[src/hdl/command_frame_receiver_defines.svh]
// Assertion macros for the command frame receiver.
// Include from inside a module that has clk and rst_n in scope.
`ifndef COMMAND_FRAME_RECEIVER_DEFINES_SVH
`define COMMAND_FRAME_RECEIVER_DEFINES_SVH

// Same-cycle implication, checked out of reset
`define CFR_ASSERT_IMPL(lbl, ante, cons, msg) \
  lbl: assert property (@(posedge clk) disable iff (!rst_n) (ante) |-> (cons)) else $error(msg);

// Next-cycle implication, checked out of reset
`define CFR_ASSERT_NEXT(lbl, ante, cons, msg) \
  lbl: assert property (@(posedge clk) disable iff (!rst_n) (ante) |=> (cons)) else $error(msg);

`endif

[src/hdl/cfr_pkg.sv]
// Package for the command frame receiver: codes, constants and the CRC-32 byte step.
// No dependencies.
package cfr_pkg;

  typedef enum logic [1:0] {
    ACT_BYTE        = 2'd0,
    ACT_ACK_TIMEOUT = 2'd1,
    ACT_RESET_TIMER = 2'd2,
    ACT_IGNORE      = 2'd3
  } action_t;

  typedef enum logic [1:0] {
    REPLY_NONE = 2'd0,
    REPLY_K    = 2'd1,
    REPLY_N    = 2'd2
  } reply_t;

  localparam logic CFG_CRC_SEED    = 1'b0;
  localparam logic CFG_RETRY_LIMIT = 1'b1;

  localparam logic [7:0]  CMD_G = 8'h47;
  localparam logic [7:0]  CMD_L = 8'h4C;
  localparam logic [7:0]  CMD_K = 8'h4B;
  localparam logic [7:0]  CMD_N = 8'h4E;

  localparam logic [7:0]  DECODE_OFFSET  = 8'd13;
  localparam logic [7:0]  RETRY_MAX      = 8'hFF;
  localparam logic [31:0] CRC_POLY       = 32'hEDB88320;
  localparam logic [31:0] CRC_INVERT     = 32'hFFFFFFFF;
  localparam logic [31:0] CRC_SEED_RESET = 32'hFFFFFFFF;
  localparam logic [7:0]  RETRY_LIMIT_RESET = 8'd3;

  localparam logic signed [15:0] ASCII_ZERO  = 16'sd48;
  localparam logic signed [15:0] ACQ_MAX_S   = 16'sd999;
  localparam logic [9:0]         ACQ_MAX     = 10'd999;
  localparam int                 FRAME_LAST  = 7;

  // Reflected CRC-32, one byte, LSB first
  function automatic logic [31:0] crc32_byte(input logic [31:0] crc_in,
                                             input logic [7:0]  data);
    logic [31:0] c;
    c = crc_in ^ {24'd0, data};
    for (int k = 0; k < 8; k++) begin
      c = c[0] ? ((c >> 1) ^ CRC_POLY) : (c >> 1);
    end
    return c;
  endfunction

endpackage

[src/hdl/command_frame_receiver.sv]
// Command frame receiver: decodes 8-byte CRC-protected command frames and retry events.
// Depends on cfr_pkg and command_frame_receiver_defines.svh.
//
// Takes one word per clock while the input is not stalled. A word passes an input
// register and then a result register; the frame state, CRC and retry counter are
// updated from the input register as its word moves on. Words that raise no
// result (frame bytes 0-6, reset-timer and ignore events) still flow at one per clock
// unless the input stalls. The input stalls only while the result register holds an
// untaken result and the input register is full. Configuration writes are always ready.
`include "command_frame_receiver_defines.svh"

module command_frame_receiver (
  input  logic                  clk,
  input  logic                  rst_n,
  // configuration
  input  logic                  cfg_valid,
  output logic                  cfg_ready,
  input  logic                  cfg_index,
  input  logic [31:0]           cfg_data,
  // input words
  input  logic                  in_valid,
  output logic                  in_stall,
  input  logic [1:0]            in_action,
  input  logic [7:0]            in_rx_byte,
  // results
  output logic                  out_valid,
  input  logic                  out_stall,
  output logic                  out_crc_ok,
  output logic [7:0]            out_command,
  output logic [1:0]            out_reply,
  output logic                  out_go_pulse,
  output logic                  out_load_counter,
  output logic [9:0]            out_acq_time,
  output logic                  out_ack_seen,
  output logic                  out_resend,
  output logic                  out_reset_pulse
);
  import cfr_pkg::*;

  // configuration registers
  logic [31:0] seed_r;
  logic [7:0]  limit_r;

  // input stage
  logic        s1_valid_r;
  action_t     s1_action_r;
  logic [7:0]  s1_byte_r;

  // frame and link state
  logic [2:0]         pos_r,       pos_nxt;
  logic [31:0]        crc_r,       crc_nxt;
  logic [7:0]         cmd_r,       cmd_nxt;
  logic signed [15:0] digit_r,     digit_nxt;
  logic [31:0]        carried_r,   carried_nxt;
  logic [9:0]         acq_r,       acq_nxt;
  logic [7:0]         retry_r,     retry_nxt;
  logic               resetting_r, resetting_nxt;

  // result register
  logic        out_valid_r;
  logic        crc_ok_r, go_r, load_r, ack_r, resend_r, rst_pulse_r;
  logic [7:0]  command_r;
  reply_t      reply_r;
  logic [9:0]  acq_out_r;

  // combinational result
  logic        res_valid_c, crc_ok_c, go_c, load_c, ack_c, resend_c, rst_pulse_c;
  logic [7:0]  command_c;
  reply_t      reply_c;

  logic        adv, in_fire, s1_fire;
  logic [7:0]  dec_byte;
  logic [7:0]  retry_inc;
  logic        limit_hit;
  logic        fail, resend_if_ok;
  logic signed [15:0] digit_sum;

  assign cfg_ready = 1'b1;
  assign adv       = !out_valid_r || !out_stall;
  assign in_stall  = s1_valid_r && !adv;
  assign in_fire   = in_valid && !in_stall;
  assign s1_fire   = s1_valid_r && adv;

  assign dec_byte  = s1_byte_r - DECODE_OFFSET;
  assign retry_inc = (retry_r == RETRY_MAX) ? retry_r : retry_r + 8'd1;
  assign limit_hit = retry_inc >= limit_r;
  // digit * 10 by shift-add; the partial sum stays within 16 bits signed
  assign digit_sum = (digit_r <<< 3) + (digit_r <<< 1)
                     + ($signed({8'd0, dec_byte}) - ASCII_ZERO);

  always_comb begin
    pos_nxt       = pos_r;
    crc_nxt       = crc_r;
    cmd_nxt       = cmd_r;
    digit_nxt     = digit_r;
    carried_nxt   = carried_r;
    acq_nxt       = acq_r;
    retry_nxt     = retry_r;
    resetting_nxt = resetting_r;
    res_valid_c   = 1'b0;
    crc_ok_c      = 1'b0;
    command_c     = 8'd0;
    reply_c       = REPLY_NONE;
    go_c          = 1'b0;
    load_c        = 1'b0;
    ack_c         = 1'b0;
    resend_c      = 1'b0;
    rst_pulse_c   = 1'b0;
    fail          = 1'b0;
    resend_if_ok  = 1'b0;

    if (s1_fire) begin
      case (s1_action_r)
        ACT_RESET_TIMER: begin
          retry_nxt     = 8'd0;
          resetting_nxt = 1'b0;
        end
        ACT_ACK_TIMEOUT: begin
          res_valid_c  = 1'b1;
          fail         = 1'b1;
          resend_if_ok = 1'b1;
        end
        ACT_BYTE: begin
          pos_nxt = pos_r + 3'd1;
          if (pos_r == 3'd0) begin
            crc_nxt   = crc32_byte(seed_r, dec_byte);
            cmd_nxt   = dec_byte;
            digit_nxt = 16'sd0;
          end else if (pos_r < 3'd4) begin
            crc_nxt   = crc32_byte(crc_r, dec_byte);
            digit_nxt = digit_sum;
          end else begin
            carried_nxt = {carried_r[23:0], dec_byte};
          end

          if (pos_r == 3'(FRAME_LAST)) begin
            res_valid_c = 1'b1;
            command_c   = cmd_r;
            crc_ok_c    = (crc_r ^ CRC_INVERT) == carried_nxt;
            if (!crc_ok_c) begin
              reply_c = REPLY_N;
            end else begin
              case (cmd_r)
                CMD_G: begin
                  go_c    = 1'b1;
                  load_c  = 1'b1;
                  reply_c = REPLY_K;
                end
                CMD_L: begin
                  if (digit_r < 16'sd0) begin
                    acq_nxt = 10'd0;
                  end else if (digit_r > ACQ_MAX_S) begin
                    acq_nxt = ACQ_MAX;
                  end else begin
                    acq_nxt = digit_r[9:0];
                  end
                  load_c  = 1'b1;
                  reply_c = REPLY_K;
                end
                CMD_K: begin
                  retry_nxt = 8'd0;
                  ack_c     = 1'b1;
                end
                CMD_N: begin
                  fail         = 1'b1;
                  resend_if_ok = 1'b1;
                end
                default: begin
                  fail    = 1'b1;
                  reply_c = REPLY_N;
                end
              endcase
            end
          end
        end
        default: ;
      endcase
    end

    // failure count; reaching the limit requests a radio reset
    if (fail) begin
      if (limit_hit) begin
        retry_nxt = 8'd0;
        if (!resetting_r) begin
          rst_pulse_c   = 1'b1;
          resetting_nxt = 1'b1;
        end
      end else begin
        retry_nxt = retry_inc;
        resend_c  = resend_if_ok;
      end
    end
  end

  always_ff @(posedge clk) begin
    if (!rst_n) begin
      seed_r      <= CRC_SEED_RESET;
      limit_r     <= RETRY_LIMIT_RESET;
      s1_valid_r  <= 1'b0;
      pos_r       <= 3'd0;
      crc_r       <= CRC_SEED_RESET;
      cmd_r       <= 8'd0;
      digit_r     <= 16'sd0;
      carried_r   <= 32'd0;
      acq_r       <= 10'd0;
      retry_r     <= 8'd0;
      resetting_r <= 1'b0;
      out_valid_r <= 1'b0;
    end else begin
      if (cfg_valid && cfg_ready) begin
        case (cfg_index)
          CFG_CRC_SEED:    seed_r  <= cfg_data;
          CFG_RETRY_LIMIT: limit_r <= cfg_data[7:0];
          default: ;
        endcase
      end

      if (in_fire) begin
        s1_valid_r <= 1'b1;
      end else if (s1_fire) begin
        s1_valid_r <= 1'b0;
      end

      pos_r       <= pos_nxt;
      crc_r       <= crc_nxt;
      cmd_r       <= cmd_nxt;
      digit_r     <= digit_nxt;
      carried_r   <= carried_nxt;
      acq_r       <= acq_nxt;
      retry_r     <= retry_nxt;
      resetting_r <= resetting_nxt;

      if (s1_fire) begin
        out_valid_r <= res_valid_c;
      end else if (!out_stall) begin
        out_valid_r <= 1'b0;
      end
    end
  end

  // payload registers
  always_ff @(posedge clk) begin
    if (in_fire) begin
      s1_action_r <= action_t'(in_action);
      s1_byte_r   <= in_rx_byte;
    end
    if (s1_fire && res_valid_c) begin
      crc_ok_r    <= crc_ok_c;
      command_r   <= command_c;
      reply_r     <= reply_c;
      go_r        <= go_c;
      load_r      <= load_c;
      acq_out_r   <= acq_nxt;
      ack_r       <= ack_c;
      resend_r    <= resend_c;
      rst_pulse_r <= rst_pulse_c;
    end
  end

  assign out_valid        = out_valid_r;
  assign out_crc_ok       = crc_ok_r;
  assign out_command      = command_r;
  assign out_reply        = reply_r;
  assign out_go_pulse     = go_r;
  assign out_load_counter = load_r;
  assign out_acq_time     = acq_out_r;
  assign out_ack_seen     = ack_r;
  assign out_resend       = resend_r;
  assign out_reset_pulse  = rst_pulse_r;

  `CFR_ASSERT_IMPL(a_stall_needs_word, in_stall, s1_valid_r && out_valid_r, "stall with nothing held")
  `CFR_ASSERT_NEXT(a_reset_sets_flag, s1_fire && rst_pulse_c, resetting_r, "reset pulse without flag set")
  `CFR_ASSERT_IMPL(a_bad_crc_quiet, out_valid_r && !crc_ok_r, !go_r && !load_r && !ack_r, "acted on bad CRC")
  `CFR_ASSERT_IMPL(a_pulse_excl, out_valid_r, !(out_resend && out_reset_pulse), "resend and reset pulse together")

endmodule

[config.mk]
export PLATFORM = sky130hd
export DESIGN_NAME = command_frame_receiver
export DESIGN_NICKNAME = d
export VERILOG_FILES = /design/src/hdl/cfr_pkg.sv /design/src/hdl/command_frame_receiver.sv
export VERILOG_INCLUDE_DIRS = /design/src /design/src/hdl
export SDC_FILE = /design/constraint.sdc
export NUM_CORES = 1
export LEC_CHECK = 0
export BUFFER_PORTS_ARGS = -buffer_cell sky130_fd_sc_hd__buf_2
export CAP_MARGIN = 20
export CORE_MARGIN = 3
export CORE_UTILIZATION = 53
export CTS_CLUSTER_SIZE = 40
export DETAILED_ROUTE_END_ITERATION = 7
export PLACE_DENSITY = 0.74
export SYNTH_ARGS = -nofsm -noshare
export SYNTH_HDL_FRONTEND = slang
export SYNTH_SLANG_ARGS = --single-unit
[constraint.sdc]
create_clock -name clk -period 3.9 [get_ports clk]
set_clock_uncertainty 0.05 [all_clocks]
set_input_delay 0.39 -clock clk [delete_from_list [all_inputs] [get_ports clk]]
set_output_delay 0.39 -clock clk [all_outputs]
set_load 0.005 [all_outputs]
==> metrics.yaml <==
run_status:
  status: "complete, no violations"
timing:
  finalCriticalPeriod_ps: 3810
  period_share_pct: 97.7
  drv_slew: 0
  fmax_ghz: 0.262
  rsz0062_at_grt: "yes"
  setup_tns_ps: 0
  final_hold_viol_count: 0
  setup_ws_ps: 89.0
  relSlewSlack_pct: 29.2
  setup_viol_count_final: 0
  max_slew.worst_pin.slew_ps: 1060
route:
  first_iter_violations: 768
  routed-via-count: 9020
  firstDrtPassIters: 6
  ant_nets: 0
  viasPerCell: 5.65
  wirelength_um: 26900
  wl_per_cell_um: 16.9
  drc_errors: 0
synthesis:
  ys_types: 75
  syn_area_mm2: 0.0111
  synthArstFlopShare_pct: 0
  synth_seq_cells: 188
  synth_edf_count: 36
  synthFlopType: "dfxtp_1"
  seq_area_frac_synth_pct: 37.1
  synth_nets: 1336
  netlist_instances: 1246
  yosys_warnings: 0
  avgSynthCellArea_um2: 8.93
global_routing:
  grt_pass1_wl_um: 43700
  grt_max_degree: 71
  grt-ovfl-total: 0
  antenna_found_initial: 0
  gr-usage-all-layers_pct: 24.1
  grt_pass1_vias: 8571
setup_path:
  worstPathArrival_ps: 4100
  cp.required_ps: 4190
  end_kind: "register"
  critPathMaxStageDelay_ps: 480
  cp_cell_sequence: "o211a_4 -> or3_1 -> and2_4 -> inv_1 -> ha_1 -> xnor2_1 -> fa_1 -> inv_1 -> ha_1 -> inv_2 -> a21oi_2 -> o211ai_1 -> a21oi_2 -> o31a_1 -> o21a_1 -> o311ai_1"
  crit_path_top_delay_cell: "fa_1"
  start_kind: "register"
  critPathMaxFanout: 5
  crit_type: "register to register"
floorplanning:
  row_count: 52
  coreArea_mm2: 0.0204
  die_y_um: 151
  die_w_um: 151
  io_pins: 77
  die-area_mm2: 0.0228
  start_util_pct: 54.5
final_layout:
  stdcell_area_mm2: 0.0126
  antennaDiodeCount: 0
  nNetsFinal: 1403
  drive_above_1_share_pct: 14.4
  syn_to_final_growth_pct: 13.2
  final_common_cell: "nand2_1"
  final_cell_mix: "nand2_1, dfxtp_1, xnor2_1"
  postLayoutCoreUtil_pct: 61.7
power_and_ir_drop:
  p_total_mw: 5.18
  powerDensity_mw_per_mm2: 411
  vdd_drop_max_uv: 290
  power.leakage_nw: 5.16
place:
  dp_worst_setup_slack_ps: -43.3
  place_congestion: 0.899
  dpl-instance-area_mm2: 0.0119
  io_buffers: 75
  dpl.hpwl_um: 19900
cts:
  path_clk_slew_ps: 70
  cts-root-buf: "clkbuf_16"
  hold_buffers: 0
  max-clock-path-buffers: 2
  numCtsBuffers: 17
  cts_tree: "yes"
  clock_latency_ps: 440
  cts_sinks: 188
  h-tree-depth: 4
flow_run:
  cap_viol_max_count: 0
worst_hold_path:
  hp-class: "input port to register"
## final cells by class
type                       count  area, µm²
clock inverter                14        145
tap                          270        338
multi-input combinational    943       6640
sequential                   188       4130
clock buffer                  18        429
timing repair buffer         125        781
fill                        1717       7830
inverter                      38        143
## per-stage QoR
stage / hold slack (ps) / instances
detailed placement: 400 / 1557
floorplan: 386 / 1246
global placement: 392 / 1557
finish: 71.7 / 1596
global route: 57.9 / 1596
CTS: 62.0 / 1589
## metal layers
metal | vias up | part of all wire, % | global-route usage (%)
li1 | 4442 | - | -
met5 | - | 0 | 0
met1 | 4227 | 44 | 32.0
met4 | 0 | 2.0 | 7.21
met3 | 45 | 5.9 | 4.25
met2 | 306 | 48 | 40.3
## timing repair
item,4_1_cts,5_1_grt
setup endpoints to repair,2,6
pin swaps,0,13
resized for setup,2,19
buffers inserted,0,5
## report_power, final
part | leakage, nW | total (mW) | internal (mW) | switching [mW]
clock network | 0.277 | 1.70 | 0.855 | 0.846
registers | 1.58 | 2.09 | 2.03 | 0.0568
logic | 3.30 | 1.39 | 0.635 | 0.759
total | 5.16 | 5.18 | 3.52 | 1.66
## worst max-delay path: cells and delay by family (launching register included)
kind / cells / cell delay, ps
xor+xnor: 1 / 110
fa+ha+maj: 3 / 960
compound gates: 7 / 1470
flops: 1 / 430
simple gates: 2 / 500
buf+inv: 3 / 180
## cell usage after synthesis, types with 7 or more instances
master | n | area (µm²)
ha_1 | 29 | 363
nand2b_1 | 7 | 43.8
a22oi_1 | 7 | 52.6
edfxtp_1 | 36 | 1080
clkbuf_1 | 56 | 210
mux2_1 | 8 | 90.1
a211oi_1 | 20 | 150
and2_1 | 9 | 56.3
nor2b_1 | 18 | 113
nor2_1 | 86 | 323
nand2_1 | 199 | 747
o21a_1 | 10 | 75.1
buf_2 | 14 | 70.1
o211ai_1 | 9 | 67.6
nand4_1 | 14 | 87.6
o21ai_0 | 24 | 120
xnor3_1 | 9 | 203
nor4_1 | 8 | 50.1
xor2_1 | 44 | 385
nor3_1 | 20 | 100
o311ai_0 | 8 | 70.1
nand3_1 | 62 | 310
xnor2_1 | 121 | 1060
inv_1 | 37 | 139
o21ai_1 | 7 | 35.0
a21oi_1 | 63 | 315
and3_1 | 14 | 87.6
fa_1 | 13 | 260
a32o_1 | 7 | 70.1
mux2i_1 | 40 | 400
dfxtp_1 | 152 | 3040
## final timing paths
kind,slack [ps],startpoint,to,cells after the start
worst min-delay path,70,in_action[1],s1_action_r[1]$_DFFE_PP_,1
worst max register to register,90,s1_byte_r[1]$_DFFE_PP_,digit_r[14]$_SDFFE_PN0P_,16
worst min register to register,410,limit_r[7]$_SDFFE_PN0P_,limit_r[7]$_SDFFE_PN0P_,2
worst max-delay path,90,s1_byte_r[1]$_DFFE_PP_,digit_r[14]$_SDFFE_PN0P_,16
## logic make-up (layout without fill, tap and decap cells)
| logic type | count (synthesis) | after routing | synth area share, % |
|---|---|---|---|
| AND/OR/NAND/NOR | 460 | 460 | 18.8 |
| AO/OA/AOI/OAI | 205 | 205 | 12.4 |
| flip-flops | 188 | 188 | 37.1 |
| XOR/XNOR | 186 | 186 | 17.3 |
| buffers and inverters | 115 | 195 | 4.21 |
| multiplexers | 49 | 49 | 4.51 |
| adder cells (fa/ha/maj) | 42 | 42 | 5.60 |
| other | 1 | 1 | 0.0337 |
## registers in the layout (all words and copies together) (netlist names), 2 cells and up
name,flops
acq_r,10
carried_r,32
cmd_r,8
crc_r,32
digit_r,16
limit_r,8
out_acq_time,10
out_command,8
out_reply,2
pos_r,3
retry_r,8
s1_action_r,2
s1_byte_r,8
seed_r,32
Power figures use the tool's default switching activity.
